**config.mk**
```make
export PLATFORM = sky130hd
export DESIGN_NAME = manual_drive_handover_fsm
export DESIGN_NICKNAME = d
export VERILOG_FILES = /design/src/mdh_pkg.sv /design/src/mdh_step.sv /design/src/manual_drive_handover_fsm.sv
export SDC_FILE = /design/constraint.sdc
export NUM_CORES = 1
export LEC_CHECK = 0
export ABC_CLOCK_PERIOD_IN_PS = 5400
export CAP_MARGIN = 10
export CORE_MARGIN = 8
export CORE_UTILIZATION = 50
export DETAILED_ROUTE_END_ITERATION = 8
export DONT_BUFFER_PORTS = 1
export MAX_ROUTING_LAYER = met4
export PLACE_DENSITY = 0.74
export SYNTH_ARGS = -nofsm -noshare
export SYNTH_HDL_FRONTEND = slang
export SYNTH_SLANG_ARGS = --single-unit
```
**constraint.sdc**
```tcl
create_clock -name clk -period 5.4 [get_ports clk]
set_clock_uncertainty 0.1 [all_clocks]
set_input_delay 1.08 -clock clk [delete_from_list [all_inputs] [get_ports clk]]
set_output_delay 1.08 -clock clk [all_outputs]
set_load 0.01 [all_outputs]
```
**src/mdh_pkg.sv**
```systemverilog
// Package for the manual drive handover controller.
// Holds shared types, codes and reset constants; depends on nothing.
package mdh_pkg;

  // Field widths fixed by the panel interface.
  localparam int unsigned SpeedW  = 10;
  localparam int unsigned PeriodW = 16;
  localparam int unsigned TimeW   = 32;
  localparam int unsigned CfgIdxW = 2;
  localparam int unsigned CfgDatW = 16;

  // Configuration register indexes.
  localparam logic [CfgIdxW-1:0] CFG_STEP_SIZE   = 2'd0;
  localparam logic [CfgIdxW-1:0] CFG_SPEED_MAX   = 2'd1;
  localparam logic [CfgIdxW-1:0] CFG_HOME_SPEED  = 2'd2;
  localparam logic [CfgIdxW-1:0] CFG_SEND_PERIOD = 2'd3;

  // Configuration reset values.
  localparam logic [SpeedW-1:0]  STEP_SIZE_RST   = 10'd100;
  localparam logic [SpeedW-1:0]  SPEED_MAX_RST   = 10'd1000;
  localparam logic [SpeedW-1:0]  HOME_SPEED_RST  = 10'd300;
  localparam logic [PeriodW-1:0] SEND_PERIOD_RST = 16'd100;

  // Action codes on the result channel.
  localparam logic [1:0] ACT_NONE    = 2'd0;
  localparam logic [1:0] ACT_ESTOP   = 2'd1;
  localparam logic [1:0] ACT_REQUEST = 2'd2;
  localparam logic [1:0] ACT_SPEED   = 2'd3;

  // Movement codes, meaningful with a speed command.
  localparam logic [2:0] MOVE_NEUTRAL  = 3'd0;
  localparam logic [2:0] MOVE_FORWARD  = 3'd1;
  localparam logic [2:0] MOVE_BACKWARD = 3'd2;
  localparam logic [2:0] MOVE_LEFT     = 3'd3;
  localparam logic [2:0] MOVE_RIGHT    = 3'd4;

  // Mode codes as reported on the result channel.
  localparam logic [1:0] MODE_CODE_AUTO   = 2'd0;
  localparam logic [1:0] MODE_CODE_WAIT   = 2'd1;
  localparam logic [1:0] MODE_CODE_MANUAL = 2'd2;

  // Handover state machine, one-hot.
  typedef enum logic [2:0] {
    MODE_AUTO   = 3'b001,
    MODE_WAIT   = 3'b010,
    MODE_MANUAL = 3'b100
  } mode_t;

  // One panel sample.
  typedef struct packed {
    logic             estop;
    logic             selected_manual;
    logic             answer_received;
    logic             forward;
    logic             backward;
    logic             left;
    logic             right;
    logic             speed_up;
    logic             speed_down;
    logic [TimeW-1:0] now_ms;
  } item_t;

  // Configuration registers.
  typedef struct packed {
    logic [SpeedW-1:0]  step_size;
    logic [SpeedW-1:0]  speed_max;
    logic [SpeedW-1:0]  home_speed;
    logic [PeriodW-1:0] send_period_ms;
  } cfg_t;

  localparam cfg_t CFG_RST = '{
    step_size:      STEP_SIZE_RST,
    speed_max:      SPEED_MAX_RST,
    home_speed:     HOME_SPEED_RST,
    send_period_ms: SEND_PERIOD_RST
  };

  // Controller state carried from one item to the next.
  typedef struct packed {
    mode_t             mode;
    logic [SpeedW-1:0] preset_speed;
    logic              prev_up;
    logic              prev_down;
    logic [TimeW-1:0]  last_send_ms;
    logic              answer_latch;
    logic              panel_flag;
  } state_t;

  localparam state_t STATE_RST = '{
    mode:         MODE_AUTO,
    preset_speed: HOME_SPEED_RST,
    prev_up:      1'b0,
    prev_down:    1'b0,
    last_send_ms: '0,
    answer_latch: 1'b0,
    panel_flag:   1'b0
  };

  // One result item.
  typedef struct packed {
    logic [1:0]        action;
    logic [2:0]        movement;
    logic [SpeedW-1:0] speed;
    logic [1:0]        mode_state;
    logic              manual_mode;
    logic              panel_in_control;
    logic              estop_shown;
  } result_t;

  // Map the one-hot mode onto the reported code.
  function automatic logic [1:0] mode_code(input mode_t mode);
    logic [1:0] code;
    unique case (mode)
      MODE_WAIT:   code = MODE_CODE_WAIT;
      MODE_MANUAL: code = MODE_CODE_MANUAL;
      default:     code = MODE_CODE_AUTO;
    endcase
    return code;
  endfunction

endpackage

```
**src/mdh_step.sv**
```systemverilog
// Combinational step of the handover controller: one sample plus current state
// gives next state and one result item. Depends on mdh_pkg.
module mdh_step (
  input  mdh_pkg::item_t   item,
  input  mdh_pkg::cfg_t    cfg,
  input  mdh_pkg::state_t  st,
  output mdh_pkg::state_t  st_nxt,
  output mdh_pkg::result_t res
);

  logic                       up_edge;
  logic                       down_edge;
  logic [mdh_pkg::SpeedW:0]   up_sum;
  logic [mdh_pkg::SpeedW-1:0] up_val;
  logic [mdh_pkg::SpeedW-1:0] down_base;
  logic [mdh_pkg::SpeedW-1:0] down_val;
  logic [mdh_pkg::SpeedW-1:0] adj_speed;
  logic [mdh_pkg::TimeW-1:0]  elapsed;
  logic                       send_due;
  logic [2:0]                 direction;
  logic [1:0]                 action;
  logic [2:0]                 movement;

  // Button edges against the stored levels.
  assign up_edge   = item.speed_up & ~st.prev_up;
  assign down_edge = item.speed_down & ~st.prev_down;

  // Saturating up step, then saturating down step on its result.
  assign up_sum    = {1'b0, st.preset_speed} + {1'b0, cfg.step_size};
  assign up_val    = (up_sum <= {1'b0, cfg.speed_max}) ? up_sum[mdh_pkg::SpeedW-1:0]
                                                       : cfg.speed_max;
  assign down_base = up_edge ? up_val : st.preset_speed;
  assign down_val  = (down_base >= cfg.step_size) ? (down_base - cfg.step_size) : '0;
  assign adj_speed = down_edge ? down_val : down_base;

  // Wrapping time since the last speed command.
  assign elapsed  = item.now_ms - st.last_send_ms;
  assign send_due = elapsed >= {{(mdh_pkg::TimeW-mdh_pkg::PeriodW){1'b0}},
                                cfg.send_period_ms};

  // Direction priority: forward, backward, left, right.
  always_comb begin
    priority if (item.forward) begin
      direction = mdh_pkg::MOVE_FORWARD;
    end else if (item.backward) begin
      direction = mdh_pkg::MOVE_BACKWARD;
    end else if (item.left) begin
      direction = mdh_pkg::MOVE_LEFT;
    end else if (item.right) begin
      direction = mdh_pkg::MOVE_RIGHT;
    end else begin
      direction = mdh_pkg::MOVE_NEUTRAL;
    end
  end

  // Handover state machine. Estop wins and only the answer latch moves.
  always_comb begin
    st_nxt              = st;
    st_nxt.answer_latch = st.answer_latch | item.answer_received;
    action              = mdh_pkg::ACT_NONE;
    movement            = mdh_pkg::MOVE_NEUTRAL;
    if (item.estop) begin
      action = mdh_pkg::ACT_ESTOP;
    end else begin
      unique case (st.mode)
        mdh_pkg::MODE_WAIT: begin
          if (!item.selected_manual) begin
            st_nxt.answer_latch = 1'b0;
            st_nxt.mode         = mdh_pkg::MODE_AUTO;
          end else if (st_nxt.answer_latch) begin
            st_nxt.answer_latch = 1'b0;
            st_nxt.mode         = mdh_pkg::MODE_MANUAL;
            st_nxt.panel_flag   = 1'b1;
            st_nxt.preset_speed = cfg.home_speed;
            st_nxt.prev_up      = 1'b0;
            st_nxt.prev_down    = 1'b0;
            st_nxt.last_send_ms = '0;
          end
        end
        mdh_pkg::MODE_MANUAL: begin
          if (!item.selected_manual) begin
            st_nxt.preset_speed = cfg.home_speed;
            st_nxt.prev_up      = 1'b0;
            st_nxt.prev_down    = 1'b0;
            st_nxt.mode         = mdh_pkg::MODE_AUTO;
          end else begin
            st_nxt.prev_up      = item.speed_up;
            st_nxt.prev_down    = item.speed_down;
            st_nxt.preset_speed = adj_speed;
            if (send_due) begin
              st_nxt.last_send_ms = item.now_ms;
              action              = mdh_pkg::ACT_SPEED;
              movement            = direction;
            end
          end
        end
        default: begin
          // Auto, and any code that is not a legal mode.
          st_nxt.mode = mdh_pkg::MODE_AUTO;
          if (item.selected_manual) begin
            st_nxt.answer_latch = 1'b0;
            st_nxt.mode         = mdh_pkg::MODE_WAIT;
            action              = mdh_pkg::ACT_REQUEST;
          end
        end
      endcase
    end
  end

  // Result fields reflect the state after this sample.
  assign res.action           = action;
  assign res.movement         = movement;
  assign res.speed            = st_nxt.preset_speed;
  assign res.mode_state       = mdh_pkg::mode_code(st_nxt.mode);
  assign res.manual_mode      = (st_nxt.mode == mdh_pkg::MODE_MANUAL);
  assign res.panel_in_control = st_nxt.panel_flag;
  assign res.estop_shown      = item.estop;

endmodule

```
**src/manual_drive_handover_fsm.sv**
```systemverilog
// Top level of the manual drive handover controller: channels, registers and
// configuration. Depends on mdh_pkg and mdh_step.
//
// Takes one panel sample per clock while the output is not stalled and returns one
// result item per sample, in order. A sample is captured in an input register; the
// handover step runs once the result slot is free and writes the controller state
// and the result register at the same edge, so the sustained rate is one item per
// cycle while the output does not stall. While a result waits for the consumer,
// the input register can still take one more sample; after that the input stalls
// until the result is taken. Configuration writes are taken in every cycle
// (cfg_ready is always high); register indexes are 0 step size, 1 speed maximum,
// 2 home speed, 3 send period in milliseconds.
module manual_drive_handover_fsm (
  input  logic        clk,
  input  logic        rst_n,
  // Panel sample channel
  input  logic        in_valid,
  output logic        in_stall,
  input  logic        in_estop,
  input  logic        in_selected_manual,
  input  logic        in_answer_received,
  input  logic        in_forward,
  input  logic        in_backward,
  input  logic        in_left,
  input  logic        in_right,
  input  logic        in_speed_up,
  input  logic        in_speed_down,
  input  logic [31:0] in_now_ms,
  // Result channel
  output logic        out_valid,
  input  logic        out_stall,
  output logic [1:0]  out_action,
  output logic [2:0]  out_movement,
  output logic [9:0]  out_speed,
  output logic [1:0]  out_mode_state,
  output logic        out_manual_mode,
  output logic        out_panel_in_control,
  output logic        out_estop_shown,
  // Configuration write channel
  input  logic        cfg_valid,
  output logic        cfg_ready,
  input  logic [1:0]  cfg_index,
  input  logic [15:0] cfg_data
);

  mdh_pkg::item_t   item_r;
  logic             item_valid_r;
  mdh_pkg::cfg_t    cfg_r;
  mdh_pkg::cfg_t    cfg_nxt;
  mdh_pkg::state_t  state_r;
  mdh_pkg::state_t  state_nxt;
  mdh_pkg::result_t res_r;
  mdh_pkg::result_t step_res;
  logic             res_valid_r;
  logic             res_free;
  logic             step_fire;
  logic             in_take;

  // Handshake: the step fires when a sample is held and the result slot frees.
  assign res_free  = ~res_valid_r | ~out_stall;
  assign step_fire = item_valid_r & res_free;
  assign in_stall  = item_valid_r & ~res_free;
  assign in_take   = in_valid & ~in_stall;
  assign cfg_ready = 1'b1;

  // Input register.
  always_ff @(posedge clk) begin
    if (!rst_n) begin
      item_valid_r <= 1'b0;
    end else if (in_take) begin
      item_valid_r <= 1'b1;
    end else if (step_fire) begin
      item_valid_r <= 1'b0;
    end
  end

  always_ff @(posedge clk) begin
    if (in_take) begin
      item_r <= '{
        estop:           in_estop,
        selected_manual: in_selected_manual,
        answer_received: in_answer_received,
        forward:         in_forward,
        backward:        in_backward,
        left:            in_left,
        right:           in_right,
        speed_up:        in_speed_up,
        speed_down:      in_speed_down,
        now_ms:          in_now_ms
      };
    end
  end

  // Configuration registers.
  always_comb begin
    cfg_nxt = cfg_r;
    if (cfg_valid && cfg_ready) begin
      unique case (cfg_index)
        mdh_pkg::CFG_STEP_SIZE:   cfg_nxt.step_size      = cfg_data[mdh_pkg::SpeedW-1:0];
        mdh_pkg::CFG_SPEED_MAX:   cfg_nxt.speed_max      = cfg_data[mdh_pkg::SpeedW-1:0];
        mdh_pkg::CFG_HOME_SPEED:  cfg_nxt.home_speed     = cfg_data[mdh_pkg::SpeedW-1:0];
        mdh_pkg::CFG_SEND_PERIOD: cfg_nxt.send_period_ms = cfg_data;
        default:                  cfg_nxt = cfg_r;
      endcase
    end
  end

  always_ff @(posedge clk) begin
    if (!rst_n) begin
      cfg_r <= mdh_pkg::CFG_RST;
    end else begin
      cfg_r <= cfg_nxt;
    end
  end

  // Handover step logic.
  mdh_step u_step (
    .item   (item_r),
    .cfg    (cfg_r),
    .st     (state_r),
    .st_nxt (state_nxt),
    .res    (step_res)
  );

  // Controller state advances with each fired step.
  always_ff @(posedge clk) begin
    if (!rst_n) begin
      state_r <= mdh_pkg::STATE_RST;
    end else if (step_fire) begin
      state_r <= state_nxt;
    end
  end

  // Result register.
  always_ff @(posedge clk) begin
    if (!rst_n) begin
      res_valid_r <= 1'b0;
    end else if (step_fire) begin
      res_valid_r <= 1'b1;
    end else if (~out_stall) begin
      res_valid_r <= 1'b0;
    end
  end

  always_ff @(posedge clk) begin
    if (step_fire) begin
      res_r <= step_res;
    end
  end

  assign out_valid            = res_valid_r;
  assign out_action           = res_r.action;
  assign out_movement         = res_r.movement;
  assign out_speed            = res_r.speed;
  assign out_mode_state       = res_r.mode_state;
  assign out_manual_mode      = res_r.manual_mode;
  assign out_panel_in_control = res_r.panel_in_control;
  assign out_estop_shown      = res_r.estop_shown;

  // The handover state stays one-hot.
  a_mode_onehot: assert property (@(posedge clk) disable iff (!rst_n)
    $onehot(state_r.mode))
    else $error("handover mode lost its one-hot code");

  // Once the panel has taken control it keeps it until reset.
  a_panel_sticky: assert property (@(posedge clk) disable iff (!rst_n)
    state_r.panel_flag |=> state_r.panel_flag)
    else $error("panel control flag dropped");

  // A speed command only comes out of manual mode.
  a_speed_in_manual: assert property (@(posedge clk) disable iff (!rst_n)
    (out_valid && out_action == mdh_pkg::ACT_SPEED) |->
      (out_mode_state == mdh_pkg::MODE_CODE_MANUAL && out_manual_mode))
    else $error("speed command outside manual mode");

  // A direction is reported only with a speed command.
  a_move_with_speed: assert property (@(posedge clk) disable iff (!rst_n)
    (out_valid && out_movement != mdh_pkg::MOVE_NEUTRAL) |->
      (out_action == mdh_pkg::ACT_SPEED))
    else $error("movement reported without speed command");

  // An estop sample always yields the estop action.
  a_estop_action: assert property (@(posedge clk) disable iff (!rst_n)
    (out_valid && out_estop_shown) |-> (out_action == mdh_pkg::ACT_ESTOP))
    else $error("estop sample without estop action");

endmodule

```
# Word level (Yosys, flattened, before mapping)
# Cells that the tools add are included.
# classes
add_sub_neg,3
mul,0
n_div,0
order_cmp,3
eq_ne,12
shifts,0
n_mux,33
bitwise_logic,17
n_reduce_logical,12
# op_table
cell,count
2-to-1 mux 49 bit,2
case mux 44 bit (2 select lines),1
2-to-1 mux 32 bit,2
2-to-1 mux 44 bit,1
2-to-1 mux 10 bit,4
>= comparator 32 x 16 -> 1 bit,1
subtractor 32 bit,1
2-to-1 mux 12 bit,1
2-to-1 mux 2 bit,6
adder 10 x 10 -> 11 bit,1
<= comparator 11 x 10 -> 1 bit,1
>= comparator 10 bit,1
NOT 1 bit,10
subtractor 10 bit,1
2-to-1 mux 1 bit,9
2-to-1 mux 3 bit,3
case mux 2 bit (2 select lines),2
AND reduction 2 bit,4
AND reduction 7 bit,1
OR reduction 7 bit,1
"== test 3 x 2 -> 1 bit, second input constant",2
"== test 3 bit, second input constant",2
"inequality test 2 x 1 -> 1 bit, second input constant",3
case mux 3 bit (2 select lines),1
11 further kinds,19
# totals
reg_bits,158
latch_bits,0
mem_bits_rw,0
romBits,0
inputBits,64
output_inout_bits,23
word_cells,112
memories,0

# Longest topological paths before layout
# depth
word_depth,12
depth_mapped,29
depth_no_buf,29

# Modules after synthesis
# Synthesis repeated with hierarchy kept, for this count alone.
# hier_totals
hier_cells,1248
hier_area_um2,10964.3
# by_module_without_submodules
module,instances,cells_each,area_per_inst_um2,seq_area_each_um2
manual_drive_handover_fsm,1,462,5714.2,3773.6
mdh_step,1,786,5250.0,0.0

# Worst setup path after synthesis
# No wires, ideal clock.
# synth_timing
kind,reg2reg
from,register cfg_r[37] in the netlist's numbering
to,register res_r (netlist bit out_speed[3]) (data pin)
setup_ns,0.154
arrival_ns,5.447
required_time_ns,5.146
slack_ns,-0.302
stages_incl_launch_ff,28
n_path_buf,0
period_less_slack_ns,5.702
cell_sequence,dfxtp_1 ha_1 a21o_1 a21oi_1 o21ai_0 a2111oi_0 o31ai_1 a21oi_1 xnor2_1 ha_1 nand3_1 or3_1 o21ai_1 nand3_1 o211ai_1 o21ai_0 ha_1 fa_1 nor2b_1 o21ai_0 a21oi_1 o21ai_0 a21oi_1 o2111a_1 nor2_1 o2111ai_1 inv_1 a21boi_0
# synth_lines
item,line,rtl
start: declaration,manual_drive_handover_fsm.sv:48,mdh_pkg::cfg_t cfg_r;
start signal: assignment,manual_drive_handover_fsm.sv:110,cfg_r <= mdh_pkg::CFG_RST;
start signal: assignment,manual_drive_handover_fsm.sv:112,cfg_r <= cfg_nxt;
end signal: assignment,manual_drive_handover_fsm.sv:147,res_r <= step_res;
end: declaration,manual_drive_handover_fsm.sv:52,mdh_pkg::result_t res_r;

==> qor.csv <==
metric;value;unit
RSZ-0062 raised after global routing;true;
number of fill cells;1739;
synth top area cells;dfxtp_1 19%, edfxtp_1 18%, ha_1 9.6%;
Die X;158.0;µm
root buf cell;clkbuf_16;
clk sinks;157;
GRT Util Overall;22.07;%
Cell variety after synth;77;
maximum vdd ir drop;260.2;µV
maxcap violations;0;
Antenna Nets Post-Route;0;
Core Rows;52;
Final Core Density;58.20;%
Final HPWL DP;19.48;mm
setup ws final;-0.3145;ns
Synthesized Nets;1280;
Power Density;268.2;nW/µm²
FF/Latch Area;3749;µm²
Critical Path AT;5.80;ns
area leader, netlist;dfxtp_1;
post-synth top area share;19.27;%
period utilization;105.8;%
Pleak;4.566;nW
gpl congestion;0.9687;
Worst setup SP type;flip-flop;
initial antenna violation count;1;
largest net degree at the start of global routing;72;
initial DRC count;554;
status;complete, but fails checks;
Slew headroom;24.62;%
Starting Density;50.44;%
Setup CP Type;reg2reg;
Mapped Area;10070;µm²
Num CTS Buffers;17;
Fmax achieved;0.1750;GHz
Pwr Total;3.117;mW
Via density;5.740;
vias in the first global route;8250;
Port Buffers;0;
Slew Viols, Final;0;
Placed Area;10600;µm²
CTS H-Tree Depth;4;
final setup vio count;20;
worst min path class;reg2reg;
Req. time, crit path;5.48;ns
failing checks;setup timing;
design area;11620;µm²
hold slack;0.3700;ns
sequential element share of the synthesized area;37.16;%
mean post-synth cell area;8.869;µm²
Reg clk slew, reported paths;0.06;ns
Post-synth EDFFs;60;
core area;19970;µm²
clock latency on the worst-skew pair;0.43;ns
first-pass GRT wire length;42.07;mm
aggregate global routing overflow;0;
IO Pins;87;
footprint of the multi-input gates;5832;µm²
Yosys warning total;0;
DRT Pass-1 Iters;5;
Hold-fix buffers, CTS;0;
WL/cell;17.86;µm
Synth Register Bits;157;
final net count;1324;
Post-synth top flop;dfxtp_1;
Worst Path Max Fanout;6;
residual DRC count;0;
endpoint class of the critical path;flip-flop;
Post-Syn Instances;1136;
detailed-route via count;8403;
CTS max path bufs;2;
full die area;24950;µm²
Die Ht;158.0;µm
Async SR Flop Fraction;0;%
post-layout min period;5.714;ns
CTS tree;yes;
synth-to-layout area growth;15.39;%
worst slew pin tran;1.128;ns
fraction of layout cells with a size suffix above 1;17.27;%
Fin. Hold Viols;0;
Routed Wire Length;26.15;mm
-- repair_timing --
| action | 4_1_cts | 5_1_grt |
|---|---|---|
| buffers inserted | 20 | 3 |
| pin swaps | 31 | 23 |
| setup endpoints to repair | 20 | 53 |
| resized for setup | 48 | 11 |
-- through the flow --
stage	setup TNS (ns)	std cells	worst slack (ns)
2_1_floorplan	0	1136	0.02181
6_report	-3.804	1464	-0.3145
3_5_place_dp	-8.173	1408	-0.5346
5_1_grt	-9.558	1464	-0.5592
3_3_place_gp	-5.536	1408	-0.4698
4_1_cts	-0.5888	1460	-0.07701
-- worst paths after layout --
check	slack, ns	start	endpoint	cells after the start
worst min register to register	0.37	state_r[12]	state_r[12]	1
worst max register to register	-0.31	cfg_r[37]	out_speed[0]	27
worst min-delay path	0.37	state_r[12]	state_r[12]	1
worst max-delay path	-0.31	cfg_r[37]	out_speed[0]	27
-- metal layers --
layer	global-route usage, %	wire, µm	vias up
met5	-	0	-
met1	25.91	11170	3939
li1	-	-	4174
met4	8.666	762	0
met2	36.54	12770	238
met3	4.696	1443	52
-- cell type report --
type | count | share of cell area (%)
antenna | 1 | 0.02153
multi-input combinational | 802 | 50.17
clock buffer | 17 | 3.659
clock inverter | 15 | 1.744
tap | 270 | 2.906
sequential | 157 | 32.25
timing repair buffer | 76 | 5.188
inverter | 126 | 4.068
-- synth_stat cells, types with 17 or more instances --
master     number
clkbuf_1       36
xnor2_1        21
inv_1         125
edfxtp_1       60
ha_1           77
nand3_1        24
o21a_1         17
o2bb2ai_2      30
dfxtp_1        97
nand2_1       152
o21ai_0        51
a21o_1         19
a21oi_1        60
nor2_1         48
nand4_1        21
nor2b_1        17
a21boi_0       36
o211ai_1       24
-- critical path, cell delays in order (launching register included) --
cell       delay, ns
dfxtp_2         0.34
ha_4            0.23
a21o_1          0.18
a21oi_2         0.19
o21ai_2         0.13
a2111oi_4       0.33
o31ai_1         0.13
a21oi_1         0.23
xnor2_1         0.14
ha_1            0.34
nand3_2         0.09
or3_4           0.36
o21a_4          0.15
o31ai_4         0.16
o211ai_1        0.15
o21ai_1         0.14
ha_2            0.24
fa_2            0.22
nor2b_2         0.05
o21ai_2         0.17
a21oi_2         0.09
o21ai_2         0.15
a21oi_2         0.08
o2111a_2        0.29
nor2_4          0.25
o221ai_2        0.12
a22o_1          0.26
a21o_1          0.15
-- layout by cell type, fill, tap and decap left out, types with 7 or more instances in the layout --
| cell type | instances |
|---|---|
| a21boi_0 | 34 |
| a21o_1 | 19 |
| a21oi_1 | 54 |
| a31oi_1 | 13 |
| buf_4 | 72 |
| clkbuf_16 | 17 |
| dfxtp_1 | 93 |
| edfxtp_1 | 60 |
| ha_1 | 74 |
| inv_1 | 124 |
| mux2i_1 | 12 |
| nand2_1 | 152 |
| nand2b_1 | 15 |
| nand3_1 | 21 |
| nand4_1 | 21 |
| nor2_1 | 47 |
| nor2b_1 | 13 |
| nor3_1 | 14 |
| nor3b_1 | 7 |
| o211ai_1 | 24 |
| o21a_1 | 16 |
| o21ai_0 | 40 |
| o21ai_1 | 7 |
| o21ai_2 | 9 |
| o2bb2ai_2 | 30 |
| o31ai_1 | 9 |
| or2_2 | 9 |
| xnor2_1 | 18 |
| xor2_1 | 10 |
-- report_power, final --
group	internal [mW]	switching, mW
Combinational	0.234	0.296
Clock	0.744	0.538
Sequential	1.27	0.0323
-- logic make-up (layout without fill, tap and decap cells) --
group / count (synthesis) / after routing / share of synthesized area [%]
AOI/OAI and AO/OA: 339 / 339 / 25.27
other: 1 / 2 / 0.03722
buffers and inverters: 177 / 234 / 7.451
adders and majority gates: 80 / 80 / 10.16
DFF: 157 / 157 / 37.16
muxes: 12 / 12 / 1.192
xor gates and xnor gates: 31 / 31 / 2.695
and+or+nand+nor: 339 / 339 / 16.03
-- sequential cells by signal, summed over array words and instances (netlist names) --
signal / cells
state_r: 49
out_speed: 10
out_action: 2
item_r: 41
cfg_r: 46
out_mode_state: 2
out_estop_shown: 1
item_valid_r: 1
out_movement: 3
out_valid: 1
out_panel_in_control: 1
(Power assumes the default switching activity.)
